--- src/rtl/htrc_ram.sv ---
// generic single-write single-read ram with registered read data
module htrc_ram #(
  parameter int WIDTH = 32,
  parameter int DEPTH = 16,
  localparam int AW = (DEPTH > 1) ? $clog2(DEPTH) : 1
) (
  input  logic             clk,
  input  logic             we,
  input  logic [AW-1:0]    waddr,
  input  logic [WIDTH-1:0] wdata,
  input  logic             re,
  input  logic [AW-1:0]    raddr,
  output logic [WIDTH-1:0] rdata
);

  logic [WIDTH-1:0] mem [DEPTH];

  always_ff @(posedge clk) begin
    if (we) begin
      mem[waddr] <= wdata;
    end
    if (re) begin
      rdata <= mem[raddr];
    end
  end

endmodule

--- config.mk ---
export PLATFORM = sky130hd
export DESIGN_NAME = htrc_ram
export DESIGN_NICKNAME = d
export VERILOG_FILES = /design/src/rtl/htrc_ram.sv
export SDC_FILE = /design/constraint.sdc
export NUM_CORES = 1
export LEC_CHECK = 0
export ABC_AREA = 1
export BUFFER_PORTS_ARGS = -buffer_cell sky130_fd_sc_hd__buf_2
export CAP_MARGIN = 20
export CORE_MARGIN = 2
export CORE_UTILIZATION = 26
export CTS_CLUSTER_SIZE = 25
export DETAILED_ROUTE_END_ITERATION = 7
export PLACE_DENSITY = 0.49
export REMOVE_ABC_BUFFERS = 1
export SYNTH_ARGS = -nofsm -noshare
export SYNTH_HDL_FRONTEND = slang
export SYNTH_SLANG_ARGS = --single-unit
--- constraint.sdc ---
create_clock -name clk -period 2.8 [get_ports clk]
set_clock_uncertainty 0.05 [all_clocks]
set_input_delay 0.14 -clock clk [delete_from_list [all_inputs] [get_ports clk]]
set_output_delay 0.14 -clock clk [all_outputs]
set_load 0.05 [all_outputs]
==> results.json <==
{
  "cts_buffer_depth": 3,
  "num_rows": 109,
  "start_kind": "register",
  "setup_violations": 0,
  "rsz0062_at_grt": "no",
  "final_util": 0.305,
  "cts_setup_buffers": 0,
  "arrival_ns": 1.36,
  "initial_core_util": 0.262,
  "switching_share": 0.226,
  "cp.required_ns": 2.61,
  "slowest_stage": "edfxtp_1",
  "die_h_um": 302,
  "clk_pin_slew_ns": 0.06,
  "post-route-period-util": 0.552,
  "ios": 75,
  "ant_nets": 0,
  "leakagePower_nw": 11.1,
  "dp.cells": 3300,
  "layout-drive-gt1-share": 0.0944,
  "synthCells": 2120,
  "synth.cell_area_um2": 23100,
  "cts_tree": "yes",
  "status": "finished, final reports clean",
  "portBuffers": 74,
  "slew_violations": 0,
  "p_seq_frac": 0.522,
  "wl_mm": 61.1,
  "timing.final.crit_period_ns": 1.55,
  "grt_pass1_vias": 14200,
  "peakVddDrop_uv": 437,
  "critPathKind": "reg2out",
  "fmax_mhz": 647,
  "crit_chain": "buf_2",
  "route.detailed.drc": 0,
  "p_comb_frac": 0.071,
  "core_area_um2": 88100,
  "grt_start_max_net_pins": 130,
  "avgSynthCellArea_um2": 10.9,
  "instances_no_fill": 3432,
  "area_growth_pct": 16.7,
  "final_cell_mix": "677 x nand2_1, 544 x edfxtp_1, 386 x inv_1",
  "p_switching_mw": 3.99,
  "diodes": 0,
  "maxSlewHeadroom": 0.327,
  "drt_iter0_markers": 1016,
  "setup_tns_ns": 0,
  "wire_per_inst_um": 17.8,
  "grt_overflow": 0,
  "grtUsageTotal": 0.134,
  "pwr-share-clk": 0.407,
  "cts-root-buf": "clkbuf_16",
  "firstDrtPassIters": 5,
  "synth-seq-area-share": 0.709,
  "clkLatencyLatePin_ns": 0.61,
  "antenna_found_initial": 1,
  "die_x_um": 302,
  "slowest_delay_ns": 0.44,
  "cellPowerDensity_nw_per_um2": 657,
  "hold_path.class": "in2reg",
  "cts_max_level": 2,
  "grt_pass1_wl_mm": 91.4,
  "post-dp-hpwl_mm": 32.5,
  "fillerInstances": 8958,
  "synthDistinctLibCells": 14,
  "viasPerCell": 4.27,
  "cp_max_fo": 1,
  "synth_seq_cells": 544,
  "num-nets-final": 2268,
  "intPower_mw": 13.7,
  "clock_sinks": 544,
  "timing.final.hold_violations": 0,
  "critPathTopFamily": "flip-flops",
  "cp_num_buf_inv": 1,
  "layout_commonest_cell": "nand2_1",
  "end_kind": "output port",
  "place.gp.congestion": 0.752,
  "yosys_warnings": 0,
  "fp.dieArea_um2": 91100,
  "cts_buffers": 56,
  "vias": 14700,
  "worst_pin_slew_ns": 1.01,
  "cap_violations": 0
}
per-layer routing:
layer	GRT usage	vias to the layer above	routed length [um]	part of all wire
li1	-	7079	-	-
met1	0.173	7146	26900	0.44
met2	0.230	331	29900	0.49
met3	0.0220	110	2710	0.044
met4	0.0402	2	1630	0.027
met5	0	-	7	0.00011
cells by family (layout without fill, tap and decap cells):
family / after synthesis / in the layout / share of synthesized area
buf+inv: 495 / 642 / 0.0941
flops: 544 / 544 / 0.709
simple gates: 1081 / 1081 / 0.197
state kept, by name (all words and copies together), names as in the netlist:
name,count
mem,512
rdata,32
cells in the mapped netlist, drive strengths merged:
cell    instances  area [um^2]
buf            91          649
clkbuf         14         52.6
edfxtp        544        16300
nand3         385         1930
nand3b          2         15.0
inv           390         1470
nor2           17         63.8
nand2         677         2540
worst paths after layout:
kind,start,to,slack (ns),depth (start not counted)
worst max-delay path,rdata[19]$_DFFE_PP_,rdata[19],1.25,1
worst min-delay path,re,rdata[4]$_DFFE_PP_,0.12,1
worst max register to register,mem[7][5]$_DFFE_PP_,rdata[5]$_DFFE_PP_,1.51,6
worst min register to register,mem[2][29]$_DFFE_PP_,rdata[29]$_DFFE_PP_,0.68,6
worst reg2reg max path: cells and delay by family, from the launching register on:
kind	cells	cell delay, ns
buf+inv	1	0.06
simple gates	5	0.57
flops	1	0.37
per-stage QoR:
| step | power, mW | hold slack, ns | worst slack [ns] | area (um^2) |
|---|---|---|---|---|
| floorplan | 10.0 | 0.189 | 0.197 | 22300 |
| global placement | 10.6 | 0.485 | 0.827 | 24800 |
| detailed placement | 10.6 | 0.484 | 0.822 | 24800 |
| CTS | 17.9 | 0.0801 | 1.22 | 26900 |
| global route | 18.3 | 0.119 | 1.20 | 26900 |
| finish | 17.7 | 0.120 | 1.25 | 26900 |
power groups by stage:
stage | registers [mW] | clock network, mW | logic (mW)
final | 9.23 | 7.19 | 1.25
after global routing | 9.24 | 7.69 | 1.38
after CTS | 9.23 | 7.38 | 1.27
after detailed placement | 9.40 | 0 | 1.23
after global placement | 9.40 | 0 | 1.22
after floorplan | 9.53 | 0 | 0.477
cell type report:
| class | count | area (um^2) | share of cell area |
|---|---|---|---|
| clock inverters | 27 | 250 | 0.00930 |
| inverters | 390 | 1470 | 0.0547 |
| repair buffers | 152 | 1220 | 0.0455 |
| well taps | 1165 | 1460 | 0.0542 |
| clock buffers | 73 | 1490 | 0.0553 |
| multi-input cells | 1081 | 4670 | 0.174 |
| flip-flops and latches | 544 | 16300 | 0.607 |
timing repair:
item | 4_1_cts | 5_1_grt
gates resized for setup | 0 | 0
hold endpoints to repair | 512 | 0
hold buffers | 32 | 0
(Power assumes the default switching activity.)
