**config.mk**
```make
export PLATFORM = sky130hd
export DESIGN_NAME = htrc_mul
export DESIGN_NICKNAME = d
export VERILOG_FILES = /design/src/rtl/htrc_pkg.sv /design/src/rtl/htrc_mul.sv
export SDC_FILE = /design/constraint.sdc
export NUM_CORES = 2
export LEC_CHECK = 0
export BUFFER_PORTS_ARGS = -buffer_cell sky130_fd_sc_hd__buf_2
export CAP_MARGIN = 0
export CORE_MARGIN = 2
export CORE_UTILIZATION = 30
export CTS_CLUSTER_DIAMETER = 200
export DETAILED_ROUTE_END_ITERATION = 10
export MAX_ROUTING_LAYER = met4
export PLACE_DENSITY_LB_ADDON = 0.05
export SETUP_SLACK_MARGIN = 0.05
export SYNTH_ARGS = -nofsm -noshare
export SYNTH_HDL_FRONTEND = slang
export SYNTH_SLANG_ARGS = --single-unit
```
**constraint.sdc**
```tcl
create_clock -name clk -period 15.4 [get_ports clk]
set_input_delay 4.62 -clock clk [delete_from_list [all_inputs] [get_ports clk]]
set_output_delay 4.62 -clock clk [all_outputs]
set_load 0.05 [all_outputs]
```
**src/rtl/htrc_pkg.sv**
```systemverilog
// shared constants and types for the homography track residual cost unit
package htrc_pkg;

  localparam int MAX_FRAMES_DEFAULT = 1024;
  localparam int COEF_COUNT         = 9;
  localparam int FRAME_W            = 10;
  localparam int COEF_IDX_W         = 4;
  localparam int COEF_W             = 32;
  localparam int COORD_W            = 20;
  localparam int ERR_W              = 48;
  localparam int SUM_W              = 56;
  localparam int S_TDATA_W          = 128;
  localparam int M_TDATA_W          = 152;
  localparam int ACC_W              = 56;

  // shared multiplier operand widths
  localparam int MUL_A_W = 32;
  localparam int MUL_B_W = 26;
  localparam int MUL_P_W = MUL_A_W + MUL_B_W;

  // shared divider widths
  localparam int DIV_DEND_W = 64;
  localparam int DIV_DSOR_W = 57;
  localparam int DIV_CNT_W  = 7;

  localparam logic [DIV_CNT_W-1:0] DIV_Q8_STEPS   = 7'd64;
  localparam logic [DIV_CNT_W-1:0] DIV_COST_STEPS = 7'd48;

  localparam logic [ERR_W-1:0] THR_RESET = 48'd262144;
  localparam logic [ERR_W-1:0] ERR_SAT   = {ERR_W{1'b1}};
  localparam logic [SUM_W-1:0] SUM_SAT   = {SUM_W{1'b1}};
  localparam logic [MUL_B_W-1:0] COORD_ONE = 26'd256;

  typedef enum logic {
    OP_COEF = 1'b0,
    OP_PAIR = 1'b1
  } opcode_t;

  typedef struct packed {
    logic                  start;
    logic [DIV_DSOR_W-1:0] rem0;
    logic [DIV_DEND_W-1:0] dividend;
    logic [DIV_DSOR_W-1:0] divisor;
    logic [DIV_CNT_W-1:0]  iters;
  } div_req_t;

  typedef struct packed {
    logic                  busy;
    logic                  done;
    logic [DIV_DEND_W-1:0] quot;
  } div_rsp_t;

endpackage

```
**src/rtl/htrc_mul.sv**
```systemverilog
// shared signed multiplier with registered product
module htrc_mul (
  input  logic                                clk,
  input  logic signed [htrc_pkg::MUL_A_W-1:0] a,
  input  logic signed [htrc_pkg::MUL_B_W-1:0] b,
  output logic signed [htrc_pkg::MUL_P_W-1:0] p
);

  always_ff @(posedge clk) begin
    p <= a * b;
  end

endmodule

```
==> flow_summary.toml <==
[run_status]
status = "completed"

[cells_and_area]
finalNonFillerCells = 4568
final_util_pct = 32.4
multi_input_area_um2 = 25400
regArea_um2 = 1160
nets = 4324
largest_register_ffs = 58
drive_gt1_share_pct = 5.46
fillerInstances = 10610
regMostFlops = "p"
reg_top3 = "p: 58 flops"
area_growth_pct = 6.84

[timing]
maxSlewViolCount = 0
fmax_mhz = 79.4
rsz0062_at_grt = "false"
slew_headroom_pct = 26.2
fin_crit_ps = 12600
max_slew.worst_pin.slew_ps = 1100
setup_ws_ps = 2800
finalSetupViolations = 0
finalCritPeriodShare_pct = 81.8
final.setup.tns_ps = 0
hold_viol = 0

[grt]
grt_pass1_vias = 24658
grt_overflow = 0
grt_usage_pct = 20.6
antenna_found_initial = 14
grt_pass1_wl_um = 153000
grt_max_degree = 33

[cts]
clkTransAtPathRegs_ps = 80
htree_levels = 3
root_buffer = "clkbuf_16"
cts_tree = "done"
clk_path_buf_depth = 2
post_cts_resized = 0
cts_buffers = 9
cts_num_sinks = 58
cts_setup_buffers = 0
cts_hold_buf = 0

[worst_setup_path]
crit_type = "in2reg"
cpMaxStageDelayCell = "clkinv_1"
start_kind = "input port"
cpLargestDelayFamily = "adder cells"
end_kind = "flop"
crit_top_cell = "fa_1"
path_buf_inv = 4
path_cells = "buf_2 -> clkinv_1 -> nor2_1 -> fa_1 -> fa_1 -> fa_1 -> fa_1 -> fa_1 -> fa_1 -> inv_1 -> fa_1 -> inv_1 -> ha_1 -> nand2_1 -> or3_1 -> or3_1 -> o22ai_2 -> o2111ai_2 -> a2111oi_4 -> o21ai_2 -> and3_1 -> a311oi_2"
crit_required_ps = 15720
cp.arrival_ps = 12910
crit_fanout = 26
cp_slowest_stage_delay_ps = 880

[logic_synthesis]
ys_seq_area_share_pct = 3.82
synth_seq_cells = 58
synthCells = 3255
synth-edff-count = 0
synthArstFlopShare_pct = 0
synth_top_cells_by_area = "fa_1 (56%), inv_1 (10%), and2_1 (7.1%)"
syn_area_um2 = 30400
yosys.area.top_type = "fa_1"
ys_warn_count = 0
yosys.cell_types.count = 70
synth_top_area_share_pct = 56.3
synth-main-ff-cell = "dfxtp_1"
syn_nets = 4326
avgSynthCellArea_um2 = 9.33

[floorplan]
die_height_um = 322
die-area_um2 = 104000
io_pins = 117
start_util_pct = 30.3
rows = 116
die_x_um = 322
core_area_um2 = 100000

[place]
place_ws_ps = 2230
io_buffers = 116
gp_congestion = 0.844
dp_hpwl_um = 77700
numPlacedInstances = 4540

[drt]
first_iter_violations = 1161
routed_wl_um = 98100
antenna_left = 0
post_drt_wl_per_cell_um = 21.5
route.detailed.drc = 0
vias_per_cell = 4.66
first_pass_iters = 5
vias = 21279

[min_path]
hp-class = "in2reg"

[run]
cap_violations = 0
-- through the flow --
stage               hold WS, ps  area (um^2)
finish                     4800        32400
global route               4820        32400
CTS                        4780        32400
detailed placement         5090        32100
global placement           5090        32100
floorplan                  4740        30400
-- kinds of logic (layout without fill, tap and decap cells) --
logic type / Yosys count / in the layout / synth area share, %
adders and majority gates: 1012 / 1012 / 62.8
buffers and inverters: 981 / 984 / 12.4
and+or+nand+nor: 971 / 971 / 15.5
AOI/OAI and AO/OA: 174 / 174 / 3.77
xor gates and xnor gates: 59 / 59 / 1.70
DFF: 58 / 58 / 3.82
other: 0 / 12 / 0
-- layer usage --
metal	part of all wire, %	vias up	GRT usage (%)
met4	2.7	0	5.90
met5	0	-	-
met2	50	455	34.7
met1	43	11410	26.0
met3	3.7	109	2.37
li1	-	9305	-
-- cells in the mapped netlist, drive strengths merged (3+ instances only) --
master and instances:
o21ai 35, o31ai 6, o211ai 3, nand2 498
clkbuf 146, o21a 4, o311ai 4, a31oi 3
fa 854, nand3 14, nor3 8, or3 7
ha 158, xor2 18, a21oi 62, a211oi 9
o2111ai 3, dfxtp 58, buf 7, and2 346
and3 7, nor2b 5, xnor2 41, a21o 17
nand4 8, o21bai 12, nand2b 12, inv 824
nor2 51
-- layout make-up --
type                            count  area share, %
Inverter                          825           9.55
Clock buffer                       10          0.737
Clock inverter                      6          0.204
Sequential cell                    58           3.58
Antenna cell                       12         0.0926
Multi-Input combinational cell   2216           78.4
Timing Repair Buffer              143           2.41
Tap cell                         1298           5.01
-- path summary, 6_finish.rpt --
check / startpoint / endpoint / slack, ps / cells past startpoint
min: a[0] / p[0]$_DFF_P_ / 4800 / 3
max: b[25] / p[56]$_DFF_P_ / 2800 / 22
-- layout by cell type (no fill, tap or decap), types with 7 or more instances in the layout --
master and n:
a21oi_1 62, a211oi_1 9, nand2b_1 12, buf_4 27, a21o_1 15, clkbuf_16 9, xnor2_1 41, nand3_1 14
xor2_1 18, fa_1 854, o21bai_1 12, dfxtp_1 58, nor3_1 8, inv_1 824, diode_2 12, ha_1 158
nand4_1 7, nor2_1 51, nand2_1 498, and2_1 346, buf_2 116, o21ai_0 33
Power is left out: the tool's default activity adds up to more than one toggle a clock period on the data nets, which glitch-free logic cannot reach.
