[src/rtl/htrc_pkg.sv]
// shared constants and types for the homography track residual cost unit
package htrc_pkg;

  localparam int MAX_FRAMES_DEFAULT = 1024;
  localparam int COEF_COUNT         = 9;
  localparam int FRAME_W            = 10;
  localparam int COEF_IDX_W         = 4;
  localparam int COEF_W             = 32;
  localparam int COORD_W            = 20;
  localparam int ERR_W              = 48;
  localparam int SUM_W              = 56;
  localparam int S_TDATA_W          = 128;
  localparam int M_TDATA_W          = 152;
  localparam int ACC_W              = 56;

  // shared multiplier operand widths
  localparam int MUL_A_W = 32;
  localparam int MUL_B_W = 26;
  localparam int MUL_P_W = MUL_A_W + MUL_B_W;

  // shared divider widths
  localparam int DIV_DEND_W = 64;
  localparam int DIV_DSOR_W = 57;
  localparam int DIV_CNT_W  = 7;

  localparam logic [DIV_CNT_W-1:0] DIV_Q8_STEPS   = 7'd64;
  localparam logic [DIV_CNT_W-1:0] DIV_COST_STEPS = 7'd48;

  localparam logic [ERR_W-1:0] THR_RESET = 48'd262144;
  localparam logic [ERR_W-1:0] ERR_SAT   = {ERR_W{1'b1}};
  localparam logic [SUM_W-1:0] SUM_SAT   = {SUM_W{1'b1}};
  localparam logic [MUL_B_W-1:0] COORD_ONE = 26'd256;

  typedef enum logic {
    OP_COEF = 1'b0,
    OP_PAIR = 1'b1
  } opcode_t;

  typedef struct packed {
    logic                  start;
    logic [DIV_DSOR_W-1:0] rem0;
    logic [DIV_DEND_W-1:0] dividend;
    logic [DIV_DSOR_W-1:0] divisor;
    logic [DIV_CNT_W-1:0]  iters;
  } div_req_t;

  typedef struct packed {
    logic                  busy;
    logic                  done;
    logic [DIV_DEND_W-1:0] quot;
  } div_rsp_t;

endpackage

[src/rtl/htrc_div.sv]
// shared restoring divider, one quotient bit per cycle
module htrc_div (
  input  logic               clk,
  input  logic               rst,
  input  htrc_pkg::div_req_t req,
  output htrc_pkg::div_rsp_t rsp
);

  logic [htrc_pkg::DIV_DSOR_W-1:0] rem;
  logic [htrc_pkg::DIV_DSOR_W-1:0] divisor;
  logic [htrc_pkg::DIV_DEND_W-1:0] dend;
  logic [htrc_pkg::DIV_DEND_W-1:0] quot;
  logic [htrc_pkg::DIV_CNT_W-1:0]  cnt;
  logic                            busy;
  logic                            done;
  logic [htrc_pkg::DIV_DSOR_W:0]   trial;
  logic                            ge;

  assign trial = {rem, dend[htrc_pkg::DIV_DEND_W-1]};
  assign ge    = trial >= {1'b0, divisor};

  always_ff @(posedge clk) begin
    if (rst) begin
      busy <= 1'b0;
      done <= 1'b0;
    end else begin
      done <= 1'b0;
      if (req.start) begin
        busy <= 1'b1;
      end else if (busy && cnt == 7'd1) begin
        busy <= 1'b0;
        done <= 1'b1;
      end
    end
  end

  always_ff @(posedge clk) begin
    if (req.start) begin
      rem     <= req.rem0;
      dend    <= req.dividend;
      divisor <= req.divisor;
      cnt     <= req.iters;
      quot    <= '0;
    end else if (busy) begin
      rem  <= ge ? htrc_pkg::DIV_DSOR_W'(trial - {1'b0, divisor})
                 : trial[htrc_pkg::DIV_DSOR_W-1:0];
      dend <= {dend[htrc_pkg::DIV_DEND_W-2:0], 1'b0};
      quot <= {quot[htrc_pkg::DIV_DEND_W-2:0], ge};
      cnt  <= cnt - 7'd1;
    end
  end

  assign rsp.busy = busy;
  assign rsp.done = done;
  assign rsp.quot = quot;

endmodule
[config.mk]
export PLATFORM = sky130hd
export DESIGN_NAME = htrc_div
export DESIGN_NICKNAME = d
export VERILOG_FILES = /design/src/rtl/htrc_pkg.sv /design/src/rtl/htrc_div.sv
export SDC_FILE = /design/constraint.sdc
export NUM_CORES = 1
export LEC_CHECK = 0
export ABC_AREA = 1
export BUFFER_PORTS_ARGS = -buffer_cell sky130_fd_sc_hd__buf_4
export CORE_MARGIN = 3
export CORE_UTILIZATION = 38
export CTS_CLUSTER_DIAMETER = 60
export CTS_CLUSTER_SIZE = 30
export DETAILED_ROUTE_END_ITERATION = 8
export GPL_TIMING_DRIVEN = 1
export PLACE_DENSITY = 0.61
export SYNTH_ARGS = -nofsm -noshare
export SYNTH_HDL_FRONTEND = slang
export SYNTH_SLANG_ARGS = --single-unit
[constraint.sdc]
create_clock -name clk -period 9.82 [get_ports clk]
set_clock_uncertainty 0.05 [all_clocks]
set_input_delay 1.473 -clock clk [delete_from_list [all_inputs] [get_ports clk]]
set_output_delay 1.473 -clock clk [all_outputs]
set_load 0.01 [all_outputs]
==> flow_metrics.py <==
metrics = {
    "synth": {
        "ys_ff_latch": 251,
        "avgSynthCellArea_um2": 7.153,
        "synth_area_leaders": "edfxtp_1 (35%), nand2_1 (21%), inv_1 (11%), dfxtp_1 (8.4%), ha_1 (4.7%)",
        "synth_xor_area_share_pct": 1.720,
        "synthMuxAreaShare_pct": 0,
        "netlist.area_leader.share_pct": 35.19,
        "synth_cell_types": 38,
        "syn_inst": 2207,
        "yosysWarnings": 0,
        "synth_area_mm2": 0.01579,
        "synth_top_family_by_area": "simple AND/OR/NAND/NOR gates",
        "yosys.area_share.simple_pct": 31.96,
        "synth_compound_area_share_pct": 4.953,
        "synth_fa_ha_area_share_pct": 4.803,
        "syn-num-nets": 2455,
        "ys_seq_area_share_pct": 43.56,
        "yosysTopAreaCell": "edfxtp_1",
    },
    "timing": {
        "fmax_ghz": 0.2643,
        "timing.slew.headroom_pct": 17.46,
        "worst_slack_ps": 6036,
        "fin_crit_ps": 3784,
        "rsz0062_at_grt": "no",
        "finalSetupViolations": 0,
        "max_slew.worst_pin.slew_ps": 1238,
        "worst_hold_slack_ps": 442.5,
        "fin_crit_sh_pct": 38.53,
        "hold_viol": 0,
        "drv_slew": 0,
        "final.setup.tns_ps": 0,
    },
    "cts": {
        "clk_latency_ps": 570,
        "cts_buffers": 25,
        "clockBufferDepth": 3,
        "cts_resized": 0,
        "clockRootBuffer": "clkbuf_16",
        "clkSlewWorstSetupHoldPaths_ps": 80,
        "cts_sinks": 251,
        "hold_buffers": 0,
        "cts_tree": "done",
        "post-cts-setup-buffer-count": 0,
        "htreeDepth": 1,
    },
    "detailed_routing": {
        "ant_nets": 0,
        "wl_per_cell_um": 15.34,
        "vias": 13850,
        "drt_wl_total_mm": 45.80,
        "drc_errors": 0,
        "vias_per_cell": 4.641,
        "drt-initial-drc-count": 764,
        "firstDrtPassIters": 5,
    },
    "place": {
        "place_ws_ps": 5470,
        "io_buffer_count": 253,
        "gp_congestion": 0.9515,
        "placed_cells": 2939,
        "dpl.hpwl_mm": 35.89,
        "placed_area_mm2": 0.01810,
    },
    "power_and_ir_drop": {
        "powerDensity_mw_per_mm2": 194.0,
        "power_frac_comb_pct": 36.1,
        "vdd_drop_max_mv": 0.1177,
        "p_int_mw": 2.278,
        "p_total_mw": 3.685,
        "p_switching_mw": 1.407,
        "seqPwrFrac_pct": 36.0,
        "p_leak_nw": 9.809,
        "power_frac_clock_pct": 27.9,
        "swShare_pct": 38.19,
    },
    "floorplan": {
        "core_area_mm2": 0.04092,
        "die_area_mm2": 0.04403,
        "fp.dieH_um": 209.8,
        "rows": 74,
        "fp.dieW_um": 209.8,
        "start_util_pct": 38.58,
        "ioPinCount": 254,
    },
    "final_layout": {
        "antenna_cells": 0,
        "utilization_pct": 46.41,
        "final_area_mm2": 0.01899,
        "final_net_count": 2682,
        "final_cell_count_no_fill": 2985,
        "drive_gt1_share_pct": 14.55,
        "area_growth_pct": 20.31,
        "layout_commonest_cell": "nand2_1",
        "layout_common_cells": "nand2_1 (889), inv_1 (456), buf_4 (257), edfxtp_1 (185), nor2_1 (114)",
    },
    "setup_path": {
        "reg2reg_slack_ps": 6040,
        "path_max_fanout": 76,
        "cp.required_ps": 10100,
        "criticalPathCategory": "reg -> reg",
        "worstSetupStartpointType": "register",
        "arrival_ps": 4060,
        "endpoint_kind": "register",
    },
    "grt": {
        "grt_pass1_vias": 13870,
        "grt_pass1_wl_mm": 73.06,
        "track_usage_pct": 20.71,
        "antenna_found_initial": 1,
        "grt_max_degree": 106,
        "grt_remaining_overflow": 0,
    },
    "hold_path": {
        "min_path_type": "reg -> reg",
    },
    "flow_run": {
        "timing.max_cap.violations": 0,
    },
    "run_status": {
        "status": "completed",
    },
}
==> power by group through the flow <==
stage | clock (mW) | combinational (mW) | sequential, mW
6_report | 1.03 | 1.33 | 1.33
3_5_place_dp | 0 | 1.34 | 1.35
5_1_grt | 1.11 | 1.53 | 1.34
2_1_floorplan | 0 | 0.975 | 1.34
3_3_place_gp | 0 | 1.33 | 1.35
4_1_cts | 1.07 | 1.34 | 1.33
==> metal layers <==
layer | routed length, µm | track usage [%]
met4 | 1256 | 5.058
met5 | 13 | 0
met1 | 20670 | 27.17
met2 | 20100 | 33.30
met3 | 3757 | 6.726
==> worst paths after layout <==
| check | from | end | cells past startpoint |
|---|---|---|---|
| setup / recovery | rem[6] | rem[51] | 12 |
| hold / removal | quot[34] | quot[34] | 2 |
| setup reg to reg | rem[6] | rem[51] | 12 |
| hold reg to reg | quot[34] | quot[34] | 2 |
==> synthesized netlist by cell type (all sizes together) <==
| cell | count |
|---|---|
| clkbuf | 37 |
| xnor2 | 28 |
| ha | 59 |
| nand3b | 34 |
| dfxtp | 66 |
| nor2 | 129 |
| nand4 | 12 |
| o22ai | 62 |
| buf | 21 |
| a31oi | 1 |
| o21bai | 3 |
| fa | 1 |
| a21boi | 1 |
| and2 | 1 |
| inv | 466 |
| o21ai | 30 |
| a21oi | 37 |
| nor3 | 8 |
| nand2 | 897 |
| o21a | 1 |
| nand3 | 123 |
| edfxtp | 185 |
| a21o | 2 |
| xor2 | 3 |
==> critical path, cell delays in order, from the launching register on <==
cell and delay, ps:
edfxtp_1 400, ha_1 360, nand2_1 110, nor2_1 260, nand3_1 160, nand3_2 180, nand2_2 70, nand3_2 120
nand3_4 460, nand2_4 920, nand3_1 260, nand2_1 120, nand2_1 50
==> flip-flops by register name, indices dropped and copies added, names as in the netlist <==
signal / flops
busy: 1
quot: 64
divisor: 57
rem: 57
dend: 64
cnt: 7
done: 1
==> cells by family after synthesis <==
family / Yosys count
and+or+nand+nor: 1204
buffers and inverters: 524
DFF: 251
AOI/OAI and AO/OA: 137
adders and majority gates: 60
xor gates and xnor gates: 31
==> cell type report <==
class	instances	area [µm²]
Timing Repair Buffer	258	1941
Sequential cell	251	6877
Clock inverter	20	266.5
Inverter	466	1755
Clock buffer	26	629.4
Fill cell	4281	21930
Tap cell	532	665.6
Multi-Input combinational cell	1432	6860
No activity file was read; power rests on OpenSTA's default activity.
